`src/design/hsfd_pkg.sv`:
```
// ---------------------------------------------------------------------------
// hsfd_pkg: shared types and constants of the sensor frame decoder
// Holds the CRC-8 step, the frame positions, the status codes and the
// record that the byte front end hands to the conversion back end.
// ---------------------------------------------------------------------------
package hsfd_pkg;

  // CRC-8 settings used on each two-byte word.
  localparam logic [7:0] CRC_POLY = 8'h31;
  localparam logic [7:0] CRC_INIT = 8'hFF;

  // Byte positions within the six-byte frame.
  localparam logic [2:0] POS_TEMP_HI = 3'd0;
  localparam logic [2:0] POS_TEMP_LO = 3'd1;
  localparam logic [2:0] POS_TEMP_CRC = 3'd2;
  localparam logic [2:0] POS_HUM_HI = 3'd3;
  localparam logic [2:0] POS_HUM_LO = 3'd4;
  localparam logic [2:0] POS_HUM_CRC = 3'd5;

  // Status codes of a decoded frame.
  localparam logic [1:0] STATUS_OK = 2'd0;
  localparam logic [1:0] STATUS_TEMP_CRC = 2'd1;
  localparam logic [1:0] STATUS_HUM_CRC = 2'd2;

  // Conversion constants.
  localparam logic [14:0] TEMP_SPAN = 15'd17500;
  localparam logic [13:0] HUM_SPAN = 14'd10000;
  localparam logic [14:0] TEMP_OFFSET = 15'd4500;
  localparam logic [16:0] FULL_SCALE = 17'd65535;

  // Depth of the queue between front and back.
  localparam int QUEUE_DEPTH = 4;
  localparam int QUEUE_AW = $clog2(QUEUE_DEPTH);

  // One completed frame as seen by the back end.
  typedef struct packed {
    logic [15:0] raw_temp;
    logic [15:0] raw_humidity;
    logic [1:0]  status;
  } frame_rec_t;

  // Bitwise CRC-8 update over one byte, MSB first.
  function automatic logic [7:0] crc8_update(input logic [7:0] crc, input logic [7:0] data);
    logic [7:0] c;
    c = crc ^ data;
    for (int b = 0; b < 8; b++) begin
      if (c[7]) begin
        c = {c[6:0], 1'b0} ^ CRC_POLY;
      end else begin
        c = {c[6:0], 1'b0};
      end
    end
    return c;
  endfunction

endpackage

```
`src/design/hsfd_front.sv`:
```
// ---------------------------------------------------------------------------
// hsfd_front: byte front end
// Tracks the frame position, runs the CRC-8 over each word, collects the
// raw words and pushes one frame record after the last byte.
// ---------------------------------------------------------------------------
module hsfd_front
  import hsfd_pkg::*;
(
  input  logic       clk,
  input  logic       rst,
  input  logic       byte_valid,
  input  logic [7:0] data_byte,
  input  logic       frame_start,
  output logic       push,
  output frame_rec_t push_rec
);

  logic [2:0]  pos;
  logic [7:0]  crc;
  logic [15:0] temp_word;
  logic [15:0] humidity_word;
  logic        temp_good;

  logic [2:0] pos_eff;
  logic [7:0] crc_eff;
  logic [7:0] crc_step;
  logic [1:0] status_next;

  // A frame start or an out-of-range position restarts the frame.
  always_comb begin
    if (frame_start || (pos > POS_HUM_CRC)) begin
      pos_eff = POS_TEMP_HI;
      crc_eff = CRC_INIT;
    end else begin
      pos_eff = pos;
      crc_eff = crc;
    end
    crc_step = crc8_update(crc_eff, data_byte);
  end

  // Status of the frame that closes with this byte; the temperature check wins.
  always_comb begin
    if (!temp_good) begin
      status_next = STATUS_TEMP_CRC;
    end else if (crc_eff != data_byte) begin
      status_next = STATUS_HUM_CRC;
    end else begin
      status_next = STATUS_OK;
    end
  end

  assign push = byte_valid && (pos_eff == POS_HUM_CRC);
  assign push_rec = '{raw_temp: temp_word, raw_humidity: humidity_word, status: status_next};

  // Position and CRC tracking.
  always_ff @(posedge clk) begin
    if (rst) begin
      pos       <= POS_TEMP_HI;
      crc       <= CRC_INIT;
      temp_good <= 1'b0;
    end else if (byte_valid) begin
      case (pos_eff)
        POS_TEMP_HI, POS_TEMP_LO, POS_HUM_HI, POS_HUM_LO: begin
          crc <= crc_step;
          pos <= pos_eff + 3'd1;
        end
        POS_TEMP_CRC: begin
          temp_good <= (crc_eff == data_byte);
          crc       <= CRC_INIT;
          pos       <= pos_eff + 3'd1;
        end
        default: begin
          crc <= CRC_INIT;
          pos <= POS_TEMP_HI;
        end
      endcase
    end
  end

  // Word assembly, big-endian.
  always_ff @(posedge clk) begin
    if (rst) begin
      temp_word     <= '0;
      humidity_word <= '0;
    end else if (byte_valid) begin
      case (pos_eff)
        POS_TEMP_HI: temp_word <= {data_byte, 8'h00};
        POS_TEMP_LO: temp_word <= {temp_word[15:8], data_byte};
        POS_HUM_HI:  humidity_word <= {data_byte, 8'h00};
        POS_HUM_LO:  humidity_word <= {humidity_word[15:8], data_byte};
        default: begin
        end
      endcase
    end
  end

endmodule

```
`src/design/hsfd_queue.sv`:
```
// ---------------------------------------------------------------------------
// hsfd_queue: frame record queue
// A short first-in first-out queue of frame records that lets the byte
// front end and the conversion back end stall independently.
// ---------------------------------------------------------------------------
module hsfd_queue
  import hsfd_pkg::*;
(
  input  logic       clk,
  input  logic       rst,
  input  logic       push,
  input  frame_rec_t push_rec,
  output logic       full,
  output logic       pop_valid,
  input  logic       pop,
  output frame_rec_t pop_rec
);

  frame_rec_t entries [QUEUE_DEPTH];
  logic [QUEUE_AW-1:0] wr_ptr;
  logic [QUEUE_AW-1:0] rd_ptr;
  logic [QUEUE_AW:0]   count;
  logic                do_push;
  logic                do_pop;

  assign full      = (count == (QUEUE_AW + 1)'(QUEUE_DEPTH));
  assign pop_valid = (count != '0);
  assign pop_rec   = entries[rd_ptr];
  assign do_push   = push && !full;
  assign do_pop    = pop && pop_valid;

  // Pointer and fill count.
  always_ff @(posedge clk) begin
    if (rst) begin
      wr_ptr <= '0;
      rd_ptr <= '0;
      count  <= '0;
    end else begin
      if (do_push) begin
        wr_ptr <= wr_ptr + 1'b1;
      end
      if (do_pop) begin
        rd_ptr <= rd_ptr + 1'b1;
      end
      case ({do_push, do_pop})
        2'b10:   count <= count + 1'b1;
        2'b01:   count <= count - 1'b1;
        default: count <= count;
      endcase
    end
  end

  // Entry storage.
  always_ff @(posedge clk) begin
    if (do_push) begin
      entries[wr_ptr] <= push_rec;
    end
  end

endmodule

```
`src/design/hsfd_back.sv`:
```
// ---------------------------------------------------------------------------
// hsfd_back: conversion back end
// Scales the raw words in a multiply stage, divides by full scale with a
// shift and one correction step, and holds the result in the output register.
// ---------------------------------------------------------------------------
module hsfd_back
  import hsfd_pkg::*;
(
  input  logic        clk,
  input  logic        rst,
  input  logic        rec_valid,
  output logic        rec_pop,
  input  frame_rec_t  rec,
  output logic        out_valid,
  input  logic        out_ready,
  output logic [15:0] raw_temp,
  output logic [15:0] raw_humidity,
  output logic [14:0] temperature_centi,
  output logic [13:0] humidity_centi,
  output logic [1:0]  status
);

  logic        s1_valid;
  frame_rec_t  s1_rec;
  logic [30:0] s1_tprod;
  logic [29:0] s1_hprod;

  logic        out_load;
  logic        s1_ready;

  logic [14:0] t_est;
  logic [13:0] h_est;
  logic [16:0] t_rem;
  logic [16:0] h_rem;
  logic [14:0] t_quo;
  logic [13:0] h_quo;

  assign out_load = !out_valid || out_ready;
  assign s1_ready = !s1_valid || out_load;
  assign rec_pop  = rec_valid && s1_ready;

  // Multiply stage.
  always_ff @(posedge clk) begin
    if (rst) begin
      s1_valid <= 1'b0;
    end else if (s1_ready) begin
      s1_valid <= rec_valid;
    end
  end

  always_ff @(posedge clk) begin
    if (rec_pop) begin
      s1_rec   <= rec;
      s1_tprod <= 31'(rec.raw_temp) * 31'(TEMP_SPAN);
      s1_hprod <= 30'(rec.raw_humidity) * 30'(HUM_SPAN);
    end
  end

  // Division by 65535: the shift underestimates by at most one, and the
  // remainder stays below twice the divisor, so one compare fixes it.
  always_comb begin
    t_est = s1_tprod[30:16];
    h_est = s1_hprod[29:16];
    t_rem = {1'b0, s1_tprod[15:0]} + {2'b00, t_est};
    h_rem = {1'b0, s1_hprod[15:0]} + {3'b000, h_est};
    t_quo = (t_rem >= FULL_SCALE) ? t_est + 15'd1 : t_est;
    h_quo = (h_rem >= FULL_SCALE) ? h_est + 14'd1 : h_est;
  end

  // Output register.
  always_ff @(posedge clk) begin
    if (rst) begin
      out_valid <= 1'b0;
    end else if (out_load) begin
      out_valid <= s1_valid;
    end
  end

  always_ff @(posedge clk) begin
    if (out_load && s1_valid) begin
      raw_temp          <= s1_rec.raw_temp;
      raw_humidity      <= s1_rec.raw_humidity;
      temperature_centi <= t_quo - TEMP_OFFSET;
      humidity_centi    <= h_quo;
      status            <= s1_rec.status;
    end
  end

endmodule

```
`src/design/humidity_sensor_frame_decoder_top.sv`:
```
// ---------------------------------------------------------------------------
// humidity_sensor_frame_decoder_top: sensor measurement frame decoder
// Decodes six-byte temperature/humidity frames and emits converted results.
// ---------------------------------------------------------------------------
// The block takes one frame byte per beat on the slave side, with s_tuser set
// on the first byte of a frame, and after the sixth byte emits one beat that
// carries the raw words, the temperature in hundredths of a degree Celsius,
// the humidity in hundredths of a percent and a CRC status code. A byte is
// taken every cycle while the four-entry record queue has room; the result of
// a frame passes through the queue, a multiply stage and the output register.
// A frame with a bad CRC is still reported with its words; only the status
// code marks the error.
// ---------------------------------------------------------------------------
module humidity_sensor_frame_decoder_top
  import hsfd_pkg::*;
(
  input  logic        clk,
  input  logic        rst,
  input  logic        s_tvalid,
  output logic        s_tready,
  input  logic [7:0]  s_tdata,   // [7:0] data_byte
  input  logic [0:0]  s_tuser,   // [0] frame_start
  output logic        m_tvalid,
  input  logic        m_tready,
  // [15:0] raw_temp, [31:16] raw_humidity, [46:32] temperature_centi,
  // [60:47] humidity_centi, [62:61] status, [63] zero
  output logic [63:0] m_tdata
);

  logic       q_full;
  logic       push;
  frame_rec_t push_rec;
  logic       pop_valid;
  logic       pop;
  frame_rec_t pop_rec;

  logic [15:0] raw_temp;
  logic [15:0] raw_humidity;
  logic [14:0] temperature_centi;
  logic [13:0] humidity_centi;
  logic [1:0]  status;

  // A byte is taken only while a finished frame can be queued.
  assign s_tready = !q_full;

  hsfd_front u_front (
    .clk         (clk),
    .rst         (rst),
    .byte_valid  (s_tvalid && s_tready),
    .data_byte   (s_tdata),
    .frame_start (s_tuser[0]),
    .push        (push),
    .push_rec    (push_rec)
  );

  hsfd_queue u_queue (
    .clk       (clk),
    .rst       (rst),
    .push      (push),
    .push_rec  (push_rec),
    .full      (q_full),
    .pop_valid (pop_valid),
    .pop       (pop),
    .pop_rec   (pop_rec)
  );

  hsfd_back u_back (
    .clk               (clk),
    .rst               (rst),
    .rec_valid         (pop_valid),
    .rec_pop           (pop),
    .rec               (pop_rec),
    .out_valid         (m_tvalid),
    .out_ready         (m_tready),
    .raw_temp          (raw_temp),
    .raw_humidity      (raw_humidity),
    .temperature_centi (temperature_centi),
    .humidity_centi    (humidity_centi),
    .status            (status)
  );

  // Pack the result beat, first field in the lowest bits.
  assign m_tdata = {1'b0, status, humidity_centi, temperature_centi, raw_humidity, raw_temp};

endmodule
```
`config.mk`:
```
export PLATFORM = sky130hd
export DESIGN_NAME = humidity_sensor_frame_decoder_top
export DESIGN_NICKNAME = d
export VERILOG_FILES = /design/src/design/hsfd_pkg.sv /design/src/design/hsfd_front.sv /design/src/design/hsfd_queue.sv /design/src/design/hsfd_back.sv /design/src/design/humidity_sensor_frame_decoder_top.sv
export SDC_FILE = /design/constraint.sdc
export NUM_CORES = 1
export LEC_CHECK = 0
export BUFFER_PORTS_ARGS = -buffer_cell sky130_fd_sc_hd__buf_2
export CORE_MARGIN = 2
export CORE_UTILIZATION = 35
export DETAILED_ROUTE_END_ITERATION = 10
export HOLD_SLACK_MARGIN = 0.12
export PLACE_DENSITY_LB_ADDON = 0.08
export SYNTH_ARGS = -nofsm -noshare
export SYNTH_HDL_FRONTEND = slang
export SYNTH_SLANG_ARGS = --single-unit
```
`constraint.sdc`:
```
create_clock -name clk -period 8.7 [get_ports clk]
set_input_delay 1.74 -clock clk [delete_from_list [all_inputs] [get_ports clk]]
set_output_delay 1.74 -clock clk [all_outputs]
set_load 0.05 [all_outputs]
```
=== After elaboration in Yosys (flattened, before gate mapping) ===
Memories as Yosys holds them, arrays and structs flattened. A register that Yosys moved wholly into a read port is not among the register bits.
Cells that the tools add are included.

* Register bits: 205
* Bits in writable memories: 136
* Bits of input ports: 13
* Output and inout bits: 66
* Word-level logic and storage cells: 106
* Memories: 1

* $add $sub $neg: 10
* Multiply operators: 2
* Magnitude comparators: 3
* Eq/ne operators: 10
* Multiplexer cells: 23
* Bitwise gates (word level): 11
* Reduce and logical (&&, ||, !) cells: 24

{| class="wikitable"
|+ Memories
! name !! words !! width !! read ports !! clocked after Yosys merged registers in !! write ports !! RTL line !! source
|-
| u_queue.entries || 4 || 34 || 1 || 1 || 1 || hsfd_queue.sv:19 || <nowiki>frame_rec_t entries [QUEUE_DEPTH];</nowiki>
|}

{| class="wikitable"
|+ Operators by type and width
! kind !! count
|-
| $pmux W16 S2 || 2
|-
| $mux W6 || 8
|-
| $ge A17 B16 Y1 const B || 2
|-
| $mul A16 B13 Y29 const B || 1
|-
| $mul A16 B10 Y26 const B || 1
|-
| $not A3 Y3 || 8
|-
| $add A16 B14 Y17 || 1
|-
| $add A16 B15 Y17 || 1
|-
| $mux W8 || 2
|-
| $add A15 B1 Y15 const B || 1
|-
| $mux W15 || 1
|-
| $sub A15 B13 Y15 const B || 1
|-
| $add A14 B1 Y14 const B || 1
|-
| $mux W14 || 1
|-
| $eq A3 B3 Y1 const B || 3
|-
| $eq A8 B8 Y1 || 1
|-
| $mux W2 || 4
|-
| $ne A8 B8 Y1 || 1
|-
| $xor A8 B8 Y8 || 1
|-
| $add A3 B1 Y3 const B || 2
|-
| $eq A3 B2 Y1 const B || 2
|-
| $logic_and A1 B1 Y1 || 6
|-
| $mux W3 || 2
|-
| $pmux W3 S2 || 1
|-
| other kinds (17) || 29
|}

=== Depth between registers and ports, before layout ===
Gate-level depths: netlist of the first run.

* Word-level depth: 21
* Mapped depth: 25
* Gate-level depth less buffers: 23

=== By module ===
Synthesis of the first run repeated with hierarchy kept, for this count alone.

* Cell total of the unflattened synthesis: 1562
* Area, all modules: 19812.8 um^2

{| class="wikitable"
|+ By module, submodules not included
! module !! times used !! cells an instance !! area an instance (um^2) !! seq. area each (um^2)
|-
| hsfd_back || 1 || 1110 || 12368.1 || 4454.3
|-
| hsfd_queue || 1 || 230 || 5430.2 || 4264.1
|-
| hsfd_front || 1 || 218 || 1993.2 || 880.8
|-
| humidity_sensor_frame_decoder_top || 1 || 4 || 21.3 || 0.0
|}

=== Worst setup path after synthesis of the first run ===
Ideal clock, no wire load.

* Kind: input -> register
* Start point: in m_tready
* End point: reg u_queue.count[2]
* Setup time: 0.070 ns
* Arrival: 7.710 ns
* Slack: 0.920 ns
* Stages on the path: 8
* Path buffers: 0
* Path through: nor2b_1 -> a21oi_1 -> ha_1 -> inv_1 -> fa_1 -> xor2_1 -> or3_1 -> a21oi_1

* Cells in the longest elaborated chain, start to end: 6
* Elaborated cells on any way between the ends: 8
* Classes of those cells: 2 x eq/ne; 1 x mux; 5 x reduce/logical

{| class="wikitable"
|+ RTL lines
! item !! RTL line !! source
|-
| start: declaration || humidity_sensor_frame_decoder_top.sv:24 || <nowiki>input logic m_tready,</nowiki>
|-
| $logic_or A1 B1 Y1 (*) || hsfd_back.sv:38 || <nowiki>assign out_load = !out_valid || out_ready;</nowiki>
|-
| $logic_or A1 B1 Y1 (*) || hsfd_back.sv:39 || <nowiki>assign s1_ready = !s1_valid || out_load;</nowiki>
|-
| $logic_and A1 B1 Y1 (*) || hsfd_back.sv:40 || <nowiki>assign rec_pop = rec_valid && s1_ready;</nowiki>
|-
| named net pop || humidity_sensor_frame_decoder_top.sv:34 || <nowiki>logic pop;</nowiki>
|-
| $logic_and A1 B1 Y1 (*) || hsfd_queue.sv:30 || <nowiki>assign do_pop = pop && pop_valid;</nowiki>
|-
| $eq A2 B1 Y1 / $eq A2 B2 Y1 (equally long branches) || hsfd_queue.sv:45 || <nowiki>case ({do_push, do_pop})</nowiki>
|-
| $pmux W3 S2 / $reduce_bool A2 Y1 (equally long branches) || n/a ||
|-
| end signal: assignment || hsfd_queue.sv:46 || <nowiki>2'b10: count <= count + 1'b1;</nowiki>
|-
| end signal: assignment || hsfd_queue.sv:47 || <nowiki>2'b01: count <= count - 1'b1;</nowiki>
|-
| end signal: assignment || hsfd_queue.sv:48 || <nowiki>default: count <= count;</nowiki>
|-
| end: declaration || hsfd_queue.sv:22 || <nowiki>logic [QUEUE_AW:0] count;</nowiki>
|}

Mark *: on every way through the listed nets, which the timed path passes. The rest lies on a longest branch.
A chain may end at the register's enable or synchronous reset.

==> impl_metrics.env, run 1 <==
export IMPL_number_of_synthesized_flops_with_an_enable_pin=283
export IMPL_crit_path_end_kind="register"
export IMPL_post_cts_hold_buffer_count=0
export IMPL_largest_net_degree_at_the_start_of_global_routing=77
export IMPL_final_hold_violation_count=0
export IMPL_worstSkewPairLatency_ns=0.58
export IMPL_rows=86
export IMPL_synth_net_count=1840
export IMPL_pin_count=79
export IMPL_final_cell_area_sq_um=22200
export IMPL_wl_met3_um=1500
export IMPL_worst_clock_skew_ns=0.0308
export IMPL_fmax_mhz=150
export IMPL_post_cts_repair_setup_buffers=0
export IMPL_grt_pass1_vias=11600
export IMPL_multiInputGateArea_sq_um=8920
export IMPL_number_of_antenna_violations_at_the_first_check_in_global_routing=0
export IMPL_synth_cells=1541
export IMPL_detailed_place_hpwl_um=29300
export IMPL_cts_tree="yes"
export IMPL_drive_above_1_share_pct=12.5
export IMPL_detailed_route_via_count=11200
export IMPL_drt_wl_total_um=41400
export IMPL_ctsRootBufferMaster="sky130_fd_sc_hd__clkbuf_16"
export IMPL_top_signal_layer_used="met4"
export IMPL_count_of_fill_cells_added_during_filler_insertion=5305
export IMPL_synthFlopType="sky130_fd_sc_hd__edfxtp_1"
export IMPL_wire_length_of_the_first_global_routing_pass_um=65700
export IMPL_grt_ovfl_total=0
export IMPL_startpoint_type="register"
export IMPL_period_minus_slack_ns=6.66
export IMPL_max_slew_margin_pct=21.9
export IMPL_number_of_drc_markers_after_the_initial_detailed_route_iteration=494
export IMPL_synthesis_area_sq_um=19500
export IMPL_synthesis_yosys_warnings=0
export IMPL_floorplan_core_area_sq_um=55100
export IMPL_clock_sinks=338
export IMPL_area_growth_synth_to_final_pct=14.0
export IMPL_routabilityCongestion=0.812
export IMPL_final_seq_area_sq_um=9600
export IMPL_worst_setup_path_category="register to register"
export IMPL_met2RoutedLength_um=18600
export IMPL_maxSlewViolCount=0
export IMPL_holdPathStages=0
export IMPL_cp_data_required_time_ns=9.02
export IMPL_rsz_0062_raised_after_global_routing="no"
export IMPL_fp_dieArea_sq_um=57600
export IMPL_hold_path_class="register to register"
export IMPL_drt_pass1_iterations=4
export IMPL_yosysSeqAreaShare_pct=49.2
export IMPL_floorplan_die_height_um=240
export IMPL_ant_nets=0
export IMPL_cts_buffers=41
export IMPL_whs_ns=0.411
export IMPL_cp_max_fo=14
export IMPL_synthesis_area_per_instance_sq_um=12.7
export IMPL_period_share_pct=76.6
export IMPL_place_port_buffers=77
export IMPL_track_usage_pct=14.9
export IMPL_timing_reg2reg_worst_path_depth=22
export IMPL_final_nets=1934
export IMPL_finalSetupViolCount=0
export IMPL_cts_repair_resized=0
export IMPL_timing_setup_tns_ns=0
export IMPL_clkSlewWorstSetupHoldPaths_ns=0.06
export IMPL_worstMarginPinSlew_ns=1.16
export IMPL_timing_critical_path_arrival_ns=6.98
export IMPL_timing_max_cap_violations=0
export IMPL_clock_tree_buffer_depth=3
export IMPL_vias_per_cell=4.64
export IMPL_htree_levels=2
export IMPL_synth_seq_cells=338
export IMPL_ys_async_sr_fraction_pct=0
export IMPL_detail_route_wirelength_met1_um=20500
export IMPL_dpl_cell_area_sq_um=20800
export IMPL_start_util_pct=35.4
export IMPL_synth_lib_cells_used_distinct=70
export IMPL_avgRoutedWirePerCell_um=17.1
export IMPL_dieWidth_um=240
export IMPL_drc_markers=0
export IMPL_run_status="finished clean"
metrics by stage:
| stage | cells | utilization, % | setup WS (ns) |
|---|---|---|---|
| CTS | 2414 | 40.4 | 1.93 |
| global route | 2414 | 40.4 | 1.42 |
| finish | 2416 | 40.4 | 2.04 |
| floorplan | 1541 | - | 0.920 |
| global placement | 2340 | 37.7 | 1.93 |
| detailed placement | 2340 | 37.7 | 1.94 |
cell families (layout without fill, tap and decap cells):
kind of cell | Yosys count | count (layout) | synth area share [%]
flops | 338 | 338 | 49.2
fa+ha+maj | 286 | 286 | 21.5
simple gates | 279 | 279 | 7.03
buf+inv | 262 | 387 | 5.10
compound gates | 208 | 208 | 7.05
xor+xnor | 114 | 114 | 5.12
mux | 53 | 53 | 4.91
other cells | 1 | 3 | 0.0192
synthesized netlist by cell type, types with 25 or more instances:
cell                         n  share of area (%)
sky130_fd_sc_hd__a21oi_1    70                1.8
sky130_fd_sc_hd__clkbuf_1   25               0.48
sky130_fd_sc_hd__dfxtp_1    55                5.6
sky130_fd_sc_hd__edfxtp_1  283                 44
sky130_fd_sc_hd__fa_1       83                8.5
sky130_fd_sc_hd__ha_1      203                 13
sky130_fd_sc_hd__inv_1     226                4.4
sky130_fd_sc_hd__mux4_2     34                3.9
sky130_fd_sc_hd__nand2_1    50               0.96
sky130_fd_sc_hd__nor2_1     97                1.9
sky130_fd_sc_hd__nor3_1     27               0.69
sky130_fd_sc_hd__o21ai_0    27               0.69
sky130_fd_sc_hd__xnor2_1    68                3.1
sky130_fd_sc_hd__xor2_1     46                2.1
placed cells by master, fill, tap and decap left out, drive strengths merged, types with 6 or more instances in the layout:
master  synthesis  layout
edfxtp        283     283
inv           226     227
ha            203     203
nor2           97      97
buf            11      87
fa             83      83
a21oi          71      71
xnor2          68      68
clkbuf         25      56
dfxtp          55      55
nand2          50      50
xor2           46      46
mux4           34      34
o21ai          29      29
nor3           28      28
nand3          17      17
mux2i          17      17
a21o           16      16
nand2b         16      16
a22oi          16      16
o21a           13      13
and2           12      12
nor2b          11      11
nand4          10      10
clkinv          0      10
o22ai           9       9
nor4            9       9
and3            8       8
or3             7       7
o211ai          6       6
o21bai          6       6
layer usage:
metal  global-route usage, %  vias to the layer above
li1                        -                     5659
met1                    20.7                     5371
met2                    23.8                      135
met3                    2.70                       45
met4                    3.90                        0
met5                       0                        -
layout make-up:
type,instances,share of cell area [%]
tap,748,4.21
timing repair buffer,87,2.07
sequential,338,43.2
clock inverter,18,1.21
multi-input combinational,941,40.1
inverter,226,3.81
antenna,2,0.0225
clock buffer,56,5.37
flip-flops by register name, summed over array words and instances (netlist names), 15 cells and up, named ones only:
| signal | cells |
|---|---|
| u_back.raw_humidity | 16 |
| u_front.humidity_word | 16 |
| u_back.s1_hprod | 22 |
| u_back.temperature_centi | 15 |
| u_back.raw_temp | 16 |
| u_back.s1_rec | 34 |
| u_front.temp_word | 16 |
| u_back.s1_tprod | 28 |
| u_queue.entries | 136 |
worst paths after layout:
| path | end | slack (ns) | from |
|---|---|---|---|
| setup / recovery | u_back.s1_tprod[30]$_DFFE_PP_ | 2.04 | register |
| hold / removal | u_back.raw_temp[6]$_DFFE_PP_ | 0.41 | u_back.s1_rec[24]$_DFFE_PP_ |
| setup reg to reg | u_back.s1_tprod[30]$_DFFE_PP_ | 2.04 | register |
| hold reg to reg | u_back.raw_temp[6]$_DFFE_PP_ | 0.41 | u_back.s1_rec[24]$_DFFE_PP_ |
worst max-delay path, cell delays in order (launching register included):
cell,delay [ns]
sky130_fd_sc_hd__dfxtp_2,0.65
sky130_fd_sc_hd__buf_4,0.35
sky130_fd_sc_hd__mux4_2,0.65
sky130_fd_sc_hd__ha_1,0.32
sky130_fd_sc_hd__inv_1,0.05
sky130_fd_sc_hd__fa_1,0.49
sky130_fd_sc_hd__inv_1,0.04
sky130_fd_sc_hd__ha_1,0.29
sky130_fd_sc_hd__fa_1,0.48
sky130_fd_sc_hd__inv_1,0.05
sky130_fd_sc_hd__fa_1,0.53
sky130_fd_sc_hd__inv_1,0.04
sky130_fd_sc_hd__ha_1,0.34
sky130_fd_sc_hd__a21o_1,0.17
sky130_fd_sc_hd__a21oi_1,0.27
sky130_fd_sc_hd__a21oi_1,0.11
sky130_fd_sc_hd__o21ai_0,0.28
sky130_fd_sc_hd__a21oi_1,0.12
sky130_fd_sc_hd__a2111oi_0,0.46
sky130_fd_sc_hd__o21bai_1,0.19
sky130_fd_sc_hd__a31oi_1,0.27
sky130_fd_sc_hd__o21bai_1,0.09
sky130_fd_sc_hd__a21o_1,0.17
Power of run 1 is not shown: default switching activity piles up to over one toggle a cycle in this logic, so the estimate is an artifact.
==> inputs of run 2 (changes only) <==
- clock period: 8.7 -> 6.7 ns (I/O delays scaled with it)
==> impl_metrics.env, run 2 (synthesis results as in run 1) <==
export IMPL_period_share_pct=93.1
export IMPL_ff2ff_setup_slack_ns=0.46
export IMPL_timing_setup_tns_ns=0
export IMPL_place_port_buffers=77
export IMPL_registers_top_by_ff_count="u_queue.entries"
export IMPL_detailed_place_hpwl_um=30200
export IMPL_drive_above_1_share_pct=12.8
export IMPL_layout_commonest_cell="sky130_fd_sc_hd__edfxtp_1"
export IMPL_dpl_cell_area_sq_um=20900
export IMPL_cpMaxStageDelayCell="sky130_fd_sc_hd__mux4_2"
export IMPL_maxSlewViolCount=0
export IMPL_clkSlewWorstSetupHoldPaths_ns=0.06
export IMPL_worst_clock_skew_ns=0.0219
export IMPL_clock_tree_buffer_depth=3
export IMPL_start_util_pct=35.4
export IMPL_crit_path_max_incr_delay_ns=0.63
export IMPL_timing_critical_path_arrival_ns=6.55
export IMPL_cp_data_required_time_ns=7.01
export IMPL_ctsRootBufferMaster="sky130_fd_sc_hd__clkbuf_16"
export IMPL_floorplan_core_area_sq_um=55100
export IMPL_rows=86
export IMPL_post_cts_repair_setup_buffers=0
export IMPL_run_status="finished clean"
export IMPL_biggestRegsByFlops="u_queue.entries: 136 flops, u_back.s1_rec: 34 flops, u_back.s1_tprod: 28 flops"
export IMPL_finalSetupViolCount=0
export IMPL_worst_setup_path_category="register to register"
export IMPL_track_usage_pct=15.0
export IMPL_worstMarginPinSlew_ns=1.14
export IMPL_number_of_drc_markers_after_the_initial_detailed_route_iteration=541
export IMPL_area_growth_synth_to_final_pct=13.9
export IMPL_fp_dieArea_sq_um=57600
export IMPL_pin_count=79
export IMPL_final_hold_violation_count=0
export IMPL_ant_nets=0
export IMPL_drt_pass1_iterations=5
export IMPL_holdPathStages=0
export IMPL_floorplan_die_height_um=240
export IMPL_path_cells="buf_4, buf_4, mux4_2, ha_1, fa_1, ha_1, ha_1, inv_1, fa_1, inv_1, ha_1, a21o_1, a21oi_1, nor2b_1, o21a_1, a21oi_1, a21oi_1, a21o_1, and2_1, o21ai_0, a21oi_1, a221o_1, xor2_1"
export IMPL_number_of_antenna_violations_at_the_first_check_in_global_routing=1
export IMPL_max_slew_margin_pct=23.3
export IMPL_antenna_diode_count=0
export IMPL_timing_max_cap_violations=0
export IMPL_crit_path_end_kind="register"
export IMPL_avgRoutedWirePerCell_um=17.2
export IMPL_cts_buffers=41
export IMPL_drc_markers=0
export IMPL_grt_ovfl_total=0
export IMPL_largest_net_degree_at_the_start_of_global_routing=76
export IMPL_routabilityCongestion=0.836
export IMPL_final_cell_mix="283 x sky130_fd_sc_hd__edfxtp_1, 226 x sky130_fd_sc_hd__inv_1, 203 x sky130_fd_sc_hd__ha_1"
export IMPL_dieWidth_um=240
export IMPL_wire_length_of_the_first_global_routing_pass_um=66800
export IMPL_startpoint_type="register"
export IMPL_final_cell_area_sq_um=22200
export IMPL_detailed_route_via_count=11500
export IMPL_rsz_0062_raised_after_global_routing="no"
export IMPL_period_minus_slack_ns=6.24
export IMPL_cts_tree="yes"
export IMPL_final_nets=1948
export IMPL_vias_per_cell=4.72
export IMPL_post_cts_hold_buffer_count=0
export IMPL_fmax_mhz=160
export IMPL_cp_max_fo=7
export IMPL_grt_pass1_vias=11700
export IMPL_htree_levels=2
export IMPL_timing_reg2reg_worst_path_depth=23
export IMPL_drt_wl_total_um=41800
export IMPL_worstSkewPairLatency_ns=0.58
export IMPL_largest_register_ffs=136
export IMPL_clock_sinks=338
export IMPL_hold_path_class="register to register"
[run 2: cell count changes in the layout (fill, tap and decap cells not counted), moves of 3 or more]
cell / previous run / this run
sky130_fd_sc_hd__buf_4: 10 / 23
sky130_fd_sc_hd__clkbuf_1: 6 / 12
sky130_fd_sc_hd__bufinv_16: 5 / 2
sky130_fd_sc_hd__clkbuf_8: 7 / 4
sky130_fd_sc_hd__clkinv_1: 2 / 5
sky130_fd_sc_hd__clkinv_2: 6 / 3
[run 2: repair_timing]
action,in CTS,in global routing
resized for setup,0,4
endpoints found under the setup margin,0,3
hold endpoints to repair,0,0
[run 2: metrics by stage]
stage,hold WS [ns],instances,util [%],setup WS (ns)
after CTS,0.414,2428,40.3,0.263
after floorplan,0.400,1541,-,0.000236
after detailed placement,0.405,2354,37.9,0.307
final,0.416,2428,40.3,0.462
after global placement,0.401,2354,37.9,0.291
after global routing,0.420,2428,40.3,0.0280
[run 2: layer usage]
layer | track usage (%) | share of wire (%) | vias to the layer above
li1 | - | - | 5685
met1 | 21.2 | 49 | 5571
met2 | 23.7 | 45 | 149
met3 | 2.24 | 3.3 | 62
met4 | 5.25 | 2.8 | 0
met5 | 0 | 0 | -
[run 2: final timing paths]
check	from	endpoint
max reg2reg	register	u_back.s1_tprod[29]$_DFFE_PP_
min reg2reg	u_back.s1_rec[14]$_DFFE_PP_	u_back.raw_humidity[12]$_DFFE_PP_
min	u_back.s1_rec[14]$_DFFE_PP_	u_back.raw_humidity[12]$_DFFE_PP_
max	register	u_back.s1_tprod[29]$_DFFE_PP_
[run 2: cell type report]
type	instances	area, sq um
clock inverters	17	191
fillers	5309	32900
clock buffers	57	1130
inverters	226	848
repair buffers	101	569
well taps	748	936
multi-input cells	941	8930
flip-flops and latches	338	9600
[run 2: worst max-delay path, delay by kind of cell, from the launching register on]
family / cells / cell delay, ns
buffers and inverters: 4 / 0.50
XOR/XNOR: 1 / 0.14
flip-flops: 1 / 0.42
AO/OA/AOI/OAI: 9 / 1.83
adder cells (fa/ha/maj): 6 / 2.20
AND/OR/NAND/NOR: 2 / 0.26
multiplexers: 1 / 0.63
Power of run 2 is left out for the same reason.
==> inputs of run 3 (changes only) <==
- CAP_MARGIN: unset -> 20
- PLACE_DENSITY_LB_ADDON: 0.08 -> 0.25
==> impl_metrics.env, run 3 (synthesis results as in run 1) <==
export IMPL_floorplan_die_height_um=240
export IMPL_worstSkewPairLatency_ns=0.58
export IMPL_largest_net_degree_at_the_start_of_global_routing=64
export IMPL_crit_buf_inv=5
export IMPL_run_status="finished clean"
export IMPL_path_cells="mux4_2, buf_4, ha_1, inv_1, fa_1, inv_1, ha_1, fa_1, inv_1, fa_1, inv_1, ha_1, a21o_1, a21o_1, a21oi_1, a21oi_1, o21ai_0, a21oi_1, a2111oi_1, o21bai_1, a31oi_1, o21bai_1, a21o_1"
export IMPL_cts_buffers=40
export IMPL_routabilityCongestion=0.838
export IMPL_drt_pass1_iterations=5
export IMPL_timing_critical_path_arrival_ns=6.56
export IMPL_detailed_place_hpwl_um=28000
export IMPL_period_minus_slack_ns=6.23
export IMPL_detailed_route_via_count=11400
export IMPL_drc_markers=0
export IMPL_final_cell_mix="283 x sky130_fd_sc_hd__edfxtp_1, 226 x sky130_fd_sc_hd__inv_1, 203 x sky130_fd_sc_hd__ha_1"
export IMPL_crit_path_end_kind="register"
export IMPL_worstMarginPinSlew_ns=0.984
export IMPL_cp_max_fo=10
export IMPL_detail_route_wirelength_met1_um=18800
export IMPL_worst_setup_path_category="register to register"
export IMPL_biggestRegsByFlops="u_queue.entries: 136 flops, u_back.s1_rec: 34 flops, u_back.s1_tprod: 28 flops"
export IMPL_ff2ff_setup_slack_ns=0.47
export IMPL_drive_above_1_share_pct=12.5
export IMPL_ctsRootBufferMaster="sky130_fd_sc_hd__clkbuf_16"
export IMPL_number_of_antenna_violations_at_the_first_check_in_global_routing=1
export IMPL_cts_tree="yes"
export IMPL_wl_met3_um=1130
export IMPL_clock_tree_buffer_depth=3
export IMPL_post_place_cells=2346
export IMPL_period_share_pct=93.0
export IMPL_whs_ns=0.412
export IMPL_met2RoutedLength_um=17700
export IMPL_dieWidth_um=240
export IMPL_timing_max_cap_violations=0
export IMPL_avgRoutedWirePerCell_um=15.9
export IMPL_final_hold_violation_count=0
export IMPL_drt_wl_total_um=38500
export IMPL_start_util_pct=35.4
export IMPL_pin_count=79
export IMPL_final_nets=1939
export IMPL_maxSlewViolCount=0
export IMPL_vias_per_cell=4.73
export IMPL_antenna_diode_count=0
export IMPL_hold_path_class="register to register"
export IMPL_fmax_mhz=160
export IMPL_largest_register_ffs=136
export IMPL_post_cts_repair_setup_buffers=0
export IMPL_startpoint_type="register"
export IMPL_worst_clock_skew_ns=0.0216
export IMPL_htree_levels=2
export IMPL_grt_ovfl_total=0
export IMPL_wire_length_of_the_first_global_routing_pass_um=62300
export IMPL_cpLargestDelayFamily="compound AO/OA/AOI/OAI gates"
export IMPL_crit_path_max_incr_delay_ns=0.54
export IMPL_grt_pass1_vias=11800
export IMPL_ant_nets=0
export IMPL_floorplan_core_area_sq_um=55100
export IMPL_clkSlewWorstSetupHoldPaths_ns=0.06
export IMPL_track_usage_pct=13.8
export IMPL_top_signal_layer_used="met4"
export IMPL_layout_commonest_cell="sky130_fd_sc_hd__edfxtp_1"
export IMPL_number_of_drc_markers_after_the_initial_detailed_route_iteration=514
export IMPL_instances_no_fill=2417
export IMPL_rows=86
export IMPL_cp_data_required_time_ns=7.02
export IMPL_max_slew_margin_pct=34.1
export IMPL_rsz_0062_raised_after_global_routing="no"
export IMPL_cpMostUsedCell="sky130_fd_sc_hd__inv_1"
export IMPL_timing_setup_tns_ns=0
export IMPL_fp_dieArea_sq_um=57600
export IMPL_finalSetupViolCount=0
export IMPL_clock_sinks=338
export IMPL_count_of_fill_cells_added_during_filler_insertion=5227
export IMPL_area_growth_synth_to_final_pct=13.3
export IMPL_registers_top_by_ff_count="u_queue.entries"
export IMPL_place_port_buffers=77
export IMPL_cpMaxStageDelayCell="sky130_fd_sc_hd__mux4_2"
export IMPL_post_cts_hold_buffer_count=0
## run 3: cell types whose count changed in the layout (fill, tap and decap cells not counted), sizes merged
| cell | before | now |
|---|---|---|
| bufinv | 2 | 1 |
| clkbuf | 57 | 52 |
| clkinv | 11 | 13 |
| buf | 101 | 93 |
| inv | 227 | 228 |
## run 3: worst reg2reg max path, stage by stage (launching register included)
cell	delay, ns
sky130_fd_sc_hd__dfxtp_4	0.46
sky130_fd_sc_hd__mux4_2	0.55
sky130_fd_sc_hd__buf_4	0.19
sky130_fd_sc_hd__ha_1	0.27
sky130_fd_sc_hd__inv_1	0.05
sky130_fd_sc_hd__fa_1	0.39
sky130_fd_sc_hd__inv_1	0.06
sky130_fd_sc_hd__ha_1	0.23
sky130_fd_sc_hd__fa_1	0.49
sky130_fd_sc_hd__inv_1	0.05
sky130_fd_sc_hd__fa_1	0.54
sky130_fd_sc_hd__inv_1	0.05
sky130_fd_sc_hd__ha_1	0.35
sky130_fd_sc_hd__a21o_1	0.23
sky130_fd_sc_hd__a21o_1	0.18
sky130_fd_sc_hd__a21oi_1	0.26
sky130_fd_sc_hd__a21oi_1	0.10
sky130_fd_sc_hd__o21ai_0	0.26
sky130_fd_sc_hd__a21oi_1	0.11
sky130_fd_sc_hd__a2111oi_1	0.42
sky130_fd_sc_hd__o21bai_1	0.17
sky130_fd_sc_hd__a31oi_1	0.29
sky130_fd_sc_hd__o21bai_1	0.10
sky130_fd_sc_hd__a21o_1	0.17
## run 3: layer usage
layer	GRT usage, %	up-vias
li1	-	5660
met3	2.03	49
met2	22.9	158
met5	0	-
met1	18.6	5555
met4	4.69	0
## run 3: path summary, 6_finish.rpt
path	from	to	cells past startpoint
max	register	u_back.s1_tprod[30]$_DFFE_PP_	23
min	u_back.s1_rec[11]$_DFFE_PP_	u_back.raw_humidity[9]$_DFFE_PP_	0
max reg2reg	register	u_back.s1_tprod[30]$_DFFE_PP_	23
min reg2reg	u_back.s1_rec[11]$_DFFE_PP_	u_back.raw_humidity[9]$_DFFE_PP_	0
## run 3: stage by stage
stage	setup slack, ns	area [sq um]	util [%]
global placement	0.342	20800	37.8
CTS	0.201	22100	40.1
global route	0.0410	22100	40.1
finish	0.467	22100	40.1
detailed placement	0.269	20800	37.8
floorplan	0.000236	19500	-
## run 3: area by class of cell
type	instances	area (sq um)	share of cell area, %
Timing Repair Buffer	93	505	2.29
Clock buffer	52	1090	4.92
Multi-Input combinational cell	941	8930	40.4
Clock inverter	19	196	0.889
Inverter	226	848	3.84
Tap cell	748	936	4.23
Sequential cell	338	9600	43.4
## run 3: what timing repair did
action,4_1_cts,5_1_grt
setup endpoints to repair,0,5
hold endpoints to repair,0,0
resized for setup,0,4
Power of run 3 is left out for the same reason.
